## src/design/bole_pkg.sv

```systemverilog
// ============================================================================
// bole_pkg - shared types and constants of the bounded ordered list engine
// Store geometry, command codes and the internal operation classes.
// ============================================================================
package bole_pkg;

	localparam int DEPTH  = 64;
	localparam int ADDR_W = $clog2(DEPTH);
	localparam int CNT_W  = ADDR_W + 1;
	localparam int WORD_W = 32;
	localparam int CMD_W  = 4;

	typedef enum logic [CMD_W-1:0] {
		CMD_INSERT     = 4'd0,
		CMD_INS_FRONT  = 4'd1,
		CMD_INS_BACK   = 4'd2,
		CMD_REMOVE     = 4'd3,
		CMD_REM_FRONT  = 4'd4,
		CMD_REM_BACK   = 4'd5,
		CMD_SELECT     = 4'd6,
		CMD_SEARCH     = 4'd7,
		CMD_REPLACE    = 4'd8
	} cmd_t;

	// Operation class after decode
	typedef enum logic [2:0] {
		OP_NONE,
		OP_INS,
		OP_REM,
		OP_SEL,
		OP_SRCH,
		OP_REPL
	} op_t;

	typedef enum logic [2:0] {
		ST_IDLE = 3'b001,
		ST_WALK = 3'b010,
		ST_RESP = 3'b100
	} state_t;

endpackage

```

## src/design/bounded_ordered_list_engine.sv

```systemverilog
// ============================================================================
// bounded_ordered_list_engine - ordered list of signed words in one RAM
// Insert, remove, select, search and replace on a list of up to 64 entries.
// ============================================================================
// One request beat yields exactly one result beat. The list lives in a
// 64 x 32 single-port-write, single-port-read RAM with a registered read, so
// every request is carried out by a sequencer that walks the RAM one entry a
// cycle: insert moves the entries from the tail down to the insert point up
// by one place, remove moves the entries after the removed one down by one
// place, search reads from the head until the first match. Insert at
// index i reads count-i entries, remove at index i reads count-1-i,
// select reads one, search reads through one entry past the first match
// (all count entries when nothing matches), and replace or a rejected
// request reads none. The worst case is a search of a full list with no
// match, limited by the single RAM read port. A held out_stall delays it
// further. A new request beat is taken while an earlier result still sits
// in the output register; the result is then held there until the
// downstream side drops out_stall. The user must write the capacity
// register through cfg_wr_en / cfg_wr_data only while the block is idle;
// the block itself does not enforce it. Values above 64 act as 64 and zero
// blocks every insert. Lowering the capacity below the current count keeps
// the entries and reports full.
// ============================================================================
module bounded_ordered_list_engine
	import bole_pkg::*;
(
	input  logic                     clk,
	input  logic                     arst_n,
	// configuration
	input  logic                     cfg_wr_en,
	input  logic [CNT_W-1:0]         cfg_wr_data,
	// request channel
	input  logic                     in_valid,
	output logic                     in_stall,
	input  logic [CMD_W-1:0]         cmd,
	input  logic [CNT_W-1:0]         position_in,
	input  logic signed [WORD_W-1:0] value_in,
	// result channel
	output logic                     out_valid,
	input  logic                     out_stall,
	output logic                     ok,
	output logic signed [WORD_W-1:0] data_out,
	output logic [CNT_W-1:0]         found_at,
	output logic [CNT_W-1:0]         count,
	output logic                     is_empty,
	output logic                     is_full
);

	// ------------------------------------------------------------------
	// State
	// ------------------------------------------------------------------
	state_t              state_q;
	logic [CNT_W-1:0]    count_q;
	logic [CNT_W-1:0]    cap_q;
	logic [CNT_W-1:0]    left_q;      // RAM reads still to issue
	logic [ADDR_W-1:0]   ptr_q;       // next RAM read address
	logic                hit_q;       // search has matched
	logic                rd_v_s1;     // RAM read data valid this cycle
	logic [ADDR_W-1:0]   rd_addr_s1;
	logic [WORD_W-1:0]   rd_data_s1;
	logic                out_valid_q;

	// request held during the walk
	op_t                 op_q;
	logic                ok_q;
	logic [CNT_W-1:0]    idx_q;
	logic [WORD_W-1:0]   val_q;
	logic [CNT_W-1:0]    found_q;
	logic [WORD_W-1:0]   data_q;

	// output register
	logic                ok_q_o;
	logic [WORD_W-1:0]   data_q_o;
	logic [CNT_W-1:0]    found_q_o;
	logic [CNT_W-1:0]    count_q_o;
	logic                empty_q_o;
	logic                full_q_o;

	logic [WORD_W-1:0]   entry_mem_q [DEPTH];

	// ------------------------------------------------------------------
	// Handshake and capacity
	// ------------------------------------------------------------------
	logic             accept;
	logic             slot_free;
	logic [CNT_W-1:0] cap_eff;
	logic [CNT_W-1:0] cnt_m1;
	logic             cnt_nz;

	assign in_stall  = (state_q != ST_IDLE);
	assign accept    = in_valid && !in_stall;
	assign slot_free = !out_valid_q || !out_stall;
	assign cap_eff   = (cap_q > CNT_W'(DEPTH)) ? CNT_W'(DEPTH) : cap_q;
	assign cnt_m1    = count_q - CNT_W'(1);
	assign cnt_nz    = (count_q != '0);

	// ------------------------------------------------------------------
	// Request decode: classify, check, and set up the walk
	// ------------------------------------------------------------------
	op_t               d_op;
	logic              d_ok;
	logic [CNT_W-1:0]  d_idx;
	logic [CNT_W-1:0]  d_left;
	logic [ADDR_W-1:0] d_ptr;
	logic [CNT_W-1:0]  d_found;
	logic [CNT_W-1:0]  ins_idx;
	logic [CNT_W-1:0]  rem_idx;
	logic [CNT_W-1:0]  rem_idx_p1;

	always_comb begin
		ins_idx    = position_in;
		rem_idx    = position_in;
		rem_idx_p1 = '0;
		d_op       = OP_NONE;
		d_ok       = 1'b0;
		d_idx      = position_in;
		d_left     = '0;
		d_ptr      = '0;
		d_found    = '0;
		unique case (cmd_t'(cmd))
			CMD_INSERT, CMD_INS_FRONT, CMD_INS_BACK: begin
				if (cmd_t'(cmd) == CMD_INS_FRONT) begin
					ins_idx = '0;
				end else if (cmd_t'(cmd) == CMD_INS_BACK) begin
					ins_idx = count_q;
				end
				d_op  = OP_INS;
				d_idx = ins_idx;
				d_ok  = (ins_idx <= count_q) && (count_q < cap_eff);
				// move entries idx..count-1 up, starting at the tail
				d_left = d_ok ? (count_q - ins_idx) : '0;
				d_ptr  = cnt_m1[ADDR_W-1:0];
			end
			CMD_REMOVE, CMD_REM_FRONT, CMD_REM_BACK: begin
				if (cmd_t'(cmd) == CMD_REM_FRONT) begin
					rem_idx = '0;
				end else if (cmd_t'(cmd) == CMD_REM_BACK) begin
					rem_idx = cnt_m1;
				end
				rem_idx_p1 = rem_idx + CNT_W'(1);
				d_op   = OP_REM;
				d_idx  = rem_idx;
				d_ok   = cnt_nz && (rem_idx < count_q);
				// move entries idx+1..count-1 down, starting at idx+1
				d_left = d_ok ? (cnt_m1 - rem_idx) : '0;
				d_ptr  = rem_idx_p1[ADDR_W-1:0];
			end
			CMD_SELECT: begin
				d_op   = OP_SEL;
				d_ok   = cnt_nz;
				d_left = cnt_nz ? CNT_W'(1) : '0;
				// out-of-range index reads the last entry
				d_ptr  = (position_in < count_q) ? position_in[ADDR_W-1:0]
				                                 : cnt_m1[ADDR_W-1:0];
			end
			CMD_SEARCH: begin
				d_op    = OP_SRCH;
				d_ok    = 1'b1;
				d_left  = count_q;
				d_found = count_q;
			end
			CMD_REPLACE: begin
				d_op = OP_REPL;
				d_ok = cnt_nz && (position_in < count_q);
			end
			default: begin
				d_op = OP_NONE;
			end
		endcase
	end

	// ------------------------------------------------------------------
	// Walk control
	// ------------------------------------------------------------------
	logic              issue;
	logic              walk_done;
	logic              srch_hit;
	logic              wr_en;
	logic [ADDR_W-1:0] wr_addr;
	logic [WORD_W-1:0] wr_data;

	assign issue     = (state_q == ST_WALK) && (left_q != '0);
	assign walk_done = (state_q == ST_WALK) && (left_q == '0) && !rd_v_s1;
	assign srch_hit  = (state_q == ST_WALK) && rd_v_s1 && (op_q == OP_SRCH) &&
	                   !hit_q && (rd_data_s1 == val_q);

	// Write port: shifted entry while walking, new value when the walk ends.
	// Reads always run ahead of writes in the walk direction, so no entry
	// is written before it has been read.
	always_comb begin
		wr_en   = 1'b0;
		wr_addr = rd_addr_s1;
		wr_data = rd_data_s1;
		if ((state_q == ST_WALK) && rd_v_s1 && (op_q == OP_INS)) begin
			wr_en   = 1'b1;
			wr_addr = rd_addr_s1 + ADDR_W'(1);
		end else if ((state_q == ST_WALK) && rd_v_s1 && (op_q == OP_REM)) begin
			wr_en   = 1'b1;
			wr_addr = rd_addr_s1 - ADDR_W'(1);
		end else if (walk_done && ok_q && ((op_q == OP_INS) || (op_q == OP_REPL))) begin
			wr_en   = 1'b1;
			wr_addr = idx_q[ADDR_W-1:0];
			wr_data = val_q;
		end
	end

	// ------------------------------------------------------------------
	// Entry RAM: one write, one registered read per cycle
	// ------------------------------------------------------------------
	always_ff @(posedge clk) begin
		if (wr_en) begin
			entry_mem_q[wr_addr] <= wr_data;
		end
		rd_data_s1 <= entry_mem_q[ptr_q];
	end

	// ------------------------------------------------------------------
	// Control registers
	// ------------------------------------------------------------------
	always_ff @(posedge clk or negedge arst_n) begin
		if (!arst_n) begin
			state_q     <= ST_IDLE;
			count_q     <= '0;
			cap_q       <= CNT_W'(DEPTH);
			left_q      <= '0;
			ptr_q       <= '0;
			hit_q       <= 1'b0;
			rd_v_s1     <= 1'b0;
			out_valid_q <= 1'b0;
		end else begin
			if (cfg_wr_en) begin
				cap_q <= cfg_wr_data;
			end
			rd_v_s1 <= issue;
			// load a new result, else drop the one taken downstream
			if ((state_q == ST_RESP) && slot_free) begin
				out_valid_q <= 1'b1;
			end else if (out_valid_q && !out_stall) begin
				out_valid_q <= 1'b0;
			end
			unique case (state_q)
				ST_IDLE: begin
					if (accept) begin
						left_q  <= d_left;
						ptr_q   <= d_ptr;
						hit_q   <= 1'b0;
						state_q <= ST_WALK;
					end
				end
				ST_WALK: begin
					if (issue) begin
						// stop at the first match; drop the read in flight
						left_q <= srch_hit ? '0 : (left_q - CNT_W'(1));
						// insert walks toward the head, the rest toward the tail
						ptr_q  <= (op_q == OP_INS) ? (ptr_q - ADDR_W'(1))
						                           : (ptr_q + ADDR_W'(1));
					end
					if (srch_hit) begin
						hit_q <= 1'b1;
					end
					if (walk_done) begin
						if (ok_q && (op_q == OP_INS)) begin
							count_q <= count_q + CNT_W'(1);
						end else if (ok_q && (op_q == OP_REM)) begin
							count_q <= cnt_m1;
						end
						state_q <= ST_RESP;
					end
				end
				ST_RESP: begin
					if (slot_free) begin
						state_q <= ST_IDLE;
					end
				end
				default: begin
					state_q <= ST_IDLE;
				end
			endcase
		end
	end

	// ------------------------------------------------------------------
	// Payload registers
	// ------------------------------------------------------------------
	always_ff @(posedge clk) begin
		rd_addr_s1 <= ptr_q;
		if (accept) begin
			op_q    <= d_op;
			ok_q    <= d_ok;
			idx_q   <= d_idx;
			val_q   <= value_in;
			found_q <= d_found;
			data_q  <= '0;
		end
		if (srch_hit) begin
			found_q <= CNT_W'(rd_addr_s1);
		end
		if ((state_q == ST_WALK) && rd_v_s1 && (op_q == OP_SEL)) begin
			data_q <= rd_data_s1;
		end
		if ((state_q == ST_RESP) && slot_free) begin
			ok_q_o    <= ok_q;
			data_q_o  <= data_q;
			found_q_o <= found_q;
			count_q_o <= count_q;
			empty_q_o <= !cnt_nz;
			full_q_o  <= (count_q >= cap_eff);
		end
	end

	assign out_valid = out_valid_q;
	assign ok        = ok_q_o;
	assign data_out  = data_q_o;
	assign found_at  = found_q_o;
	assign count     = count_q_o;
	assign is_empty  = empty_q_o;
	assign is_full   = full_q_o;

endmodule
```

## config.mk

```make
export PLATFORM = sky130hd
export DESIGN_NAME = bounded_ordered_list_engine
export DESIGN_NICKNAME = d
export VERILOG_FILES = /design/src/design/bole_pkg.sv /design/src/design/bounded_ordered_list_engine.sv
export SDC_FILE = /design/constraint.sdc
export NUM_CORES = 2
export LEC_CHECK = 0
export BUFFER_PORTS_ARGS = -buffer_cell sky130_fd_sc_hd__buf_2
export CAP_MARGIN = 0
export CORE_MARGIN = 2
export CORE_UTILIZATION = 67
export CTS_CLUSTER_SIZE = 40
export DETAILED_ROUTE_END_ITERATION = 10
export PLACE_DENSITY = 0.81
export RECOVER_POWER = 50
export SETUP_SLACK_MARGIN = 0.15
export SKIP_CTS_REPAIR_TIMING = 1
export SYNTH_ARGS = -nofsm -noshare
export SYNTH_HDL_FRONTEND = slang
export SYNTH_SLANG_ARGS = --single-unit
```

## constraint.sdc

```tcl
create_clock -name clk -period 8 [get_ports clk]
set_input_delay 0.8 -clock clk [delete_from_list [all_inputs] [get_ports clk]]
set_output_delay 0.8 -clock clk [all_outputs]
set_load 0.01 [all_outputs]
```

==> run summary <==
P&R area growth vs syn -> 10.95%
Mapped Nets -> 4057
Final Cycle Share -> 85.97%
Crit path required time -> 8.68 ns
CORE AREA -> 129800 sq um
Failing checks -> capacitance limit, slew limit
Filler instances -> 6479
CTS root buffer -> clkbuf_16
RD Place Congestion -> 0.9417
Pre-antenna DRT Iters -> 6
Slowest cell on crit path -> dfrtp_1
DRC Markers -> 0
Layout Nets -> 4239
Synth Area in XOR/XNOR -> 0.5882%
Pin count of the biggest net entering global routing -> 122
CP max stage delay -> 2.58 ns
Layout cells sized above 1 -> 26.46%
TNS Setup -> 0 ns
P_sw -> 12.88 mW
Pint -> 24.87 mW
Relative slew slack -> -171.6%
Gate power share -> 31.5%
CP Capture Type -> flop
Critical path's top delay family -> flip-flops
# H-tree levels -> 4
Kind of critical path -> flop to flop
Port-buffer cells -> 105
Clock power share -> 26.8%
Synth Area in Simple Gates -> 2.582%
First-pass GRT wire length -> 353300 um
Synthesized area -> 87850 sq um
Flop pwr share -> 41.7%
Register area share after synthesis -> 76.25%
Synthesized area per cell -> 22.19 sq um
Final setup vio count -> 0
Hpwl dp -> 136000 um
HP Class -> input port to flop
Reg area -> 66980 sq um
Initial antenna violation count -> 28
EDFF count, synth -> 2177
Clock buffer depth -> 3
Endpoints failing hold -> 0
Starting density of the core -> 67.67%
Actual slew at the worst max-slew pin -> 4.074 ns
DR iter-0 viols -> 7886
CTS tree -> yes
Worst Path Arrival -> 7.56 ns
Yosys cell types -> 82
Most common cell in the netlist -> edfxtp_1
Largest area contributor in the netlist -> edfxtp_1
CP most frequent cell -> mux4_2
Power Density -> 387.4 nW/um^2
Final core utilization -> 75.08%
Top cell type's share of synthesized area -> 74.42%
IO Pins -> 106
Die W -> 366.1 um
All-Layer GR Usage -> 38.31%
WP buf/inv -> 1
Maximum fanout along the worst path -> 59
Post-route ant nets -> 0
Run status -> finished with violations
Synth warn -> 0
Ys async rst share -> 1.467%
Setup Skew -> 0.1044 ns
Post-Synth Adder-Cell Area -> 0.6523%
Die footprint -> 134000 sq um
Seq cells post-synth -> 2249
Site Rows -> 132
Wirelength per Cell -> 41.50 um
Crit start category -> flop
Die Height -> 366.1 um
Drt total wl -> 251900 um
Fin crit period -> 6.878 ns
Lkg Pwr -> 30.30 nW
Post-Syn Instances -> 3958
Worst-path clk slew -> 0.06 ns
Total grt overflow -> 0
Synth area leaders -> edfxtp_1 74%, mux4_2 17%, dfxtp_1 0.89%
Main combinational cell family by area after synthesis -> multiplexers
Compound-Gate Fraction of Synth Area -> 1.528%
RSZ-0062 raised after global routing -> no
F_max -> 145.4 MHz
CTS Sinks -> 2249
Vias in the first global route -> 44971
CTS buffer count -> 207
Critical path, cell by cell -> clkbuf_1 -> mux4_2 -> mux4_2 -> mux4_2
Vias -> 45373
Ys flop type -> edfxtp_1
Final max-slew violation count -> 1192
Area of the multi-input gates -> 20380 sq um
MaxCap Viol Count -> 30
Clock Latency Late Sink -> 0.93 ns
Post-synth top cells -> 2177 x edfxtp_1, 657 x mux4_2, 189 x nand2_1
Mux cell area share after synthesis -> 17.33%
DR vias/cell -> 7.474
Net Sw Frac -> 34.12%
VDD IR max -> 321.3 uV
power by group through the flow:
stage | logic, mW | clock network (mW) | registers, mW
3_3_place_gp | 10.9 | 0 | 15.8
6_report | 11.9 | 10.1 | 15.8
5_1_grt | 12.1 | 10.5 | 15.7
4_1_cts | 11.6 | 10.1 | 15.6
2_1_floorplan | 7.07 | 0 | 15.4
3_5_place_dp | 11.2 | 0 | 15.9
cell usage in the layout, fill, tap and decap left out, types with 12 or more instances in the layout:
cell type	Yosys	routed
dfrtp_1	31	31
inv_1	29	30
mux2_2	23	13
buf_4	1	46
clkinv_2	0	51
edfxtp_1	2177	2177
buf_2	29	32
mux4_2	657	657
nor2b_1	14	14
dfxtp_1	39	39
a31oi_1	16	16
nand2_1	189	189
o21ai_0	64	64
nand3_1	18	18
nor2_4	0	64
mux2i_1	17	17
nor2_1	99	43
nand2b_1	16	16
a21oi_1	38	38
clkinv_1	1	42
ha_1	41	41
nand4_1	12	12
clkbuf_1	130	133
bufinv_16	0	22
nor3_1	16	16
xnor2_1	53	53
and2_0	0	29
clkbuf_16	0	207
kinds of logic (layout without fill, tap and decap cells):
kind of cell,after synthesis,in the layout
XOR/XNOR,59,59
other,0,10
multiplexers,697,697
buffers and inverters,237,598
AO/OA/AOI/OAI,204,204
flip-flops,2249,2249
AND/OR/NAND/NOR,468,468
adder cells (fa/ha/maj),44,44
metal layers:
layer | GRT usage (%) | vias to the layer above | part of all wire, %
met3 | 9.278 | 844 | 13
met5 | 0 | - | 0.071
met4 | 19.44 | 26 | 6.6
met1 | 50.41 | 23422 | 32
li1 | - | 16991 | -
met2 | 60.96 | 4090 | 49
area by class of cell:
type                    count  share of cell area, %
flip-flops and latches   2249                  68.72
multi-input cells        1472                  20.91
clock buffers             248                  5.473
well taps                1742                  2.236
clock inverters           140                  1.456
repair buffers            180                  1.063
inverters                  30                 0.1155
diodes                     10                0.02568
path summary, 6_finish.rpt:
kind                                      start  cells past startpoint  slack (ns)                endpoint
setup / recovery           ptr_q[1]$_DFFE_PN0P_                      4        1.12  rd_data_s1[23]$_DFF_P_
hold / removal                     value_in[26]                      1        0.13     val_q[26]$_DFFE_PP_
min in group asynchronous                arst_n                      1        0.48    cap_q[1]$_DFFE_PN0P_
hold reg to reg            found_q[1]$_DFFE_PP_                      0        0.42   found_at[1]$_DFFE_PP_
max in group asynchronous                arst_n                      1        6.41    ptr_q[4]$_DFFE_PN0P_
setup reg to reg           ptr_q[1]$_DFFE_PN0P_                      4        1.12  rd_data_s1[23]$_DFF_P_
through the flow:
step	worst slack, ns	instances	hold WS, ns	power, mW	cell area, sq um
2_1_floorplan	3.658	3958	0.3454	22.46	87850
3_3_place_gp	2.857	5673	0.4009	26.76	90900
3_5_place_dp	2.675	5673	0.4052	27.05	90900
4_1_cts	2.589	6061	0.02698	37.31	97650
5_1_grt	1.227	6062	0.1155	38.34	97440
6_report	1.122	6071	0.1339	37.76	97460
registers in the layout (all words and copies together) (netlist names), 3 cells and up:
| name | flops |
|---|---|
| entry_mem_q | 2048 |
| left_q | 7 |
| data_q | 32 |
| rd_addr_s1 | 6 |
| found_at | 7 |
| count | 7 |
| cap_q | 7 |
| rd_data_s1 | 32 |
| found_q | 7 |
| val_q | 32 |
| idx_q | 6 |
| count_q | 7 |
| ptr_q | 6 |
| state_q | 3 |
| op_q | 3 |
| data_out | 32 |
worst register-to-register path, stage by stage, from the launching register on:
cell and delay (ns):
dfrtp_1 2.58, clkbuf_1 2.31, mux4_2 0.62, mux4_2 0.57, mux4_2 0.62
No activity file was read; power rests on OpenSTA's default activity.
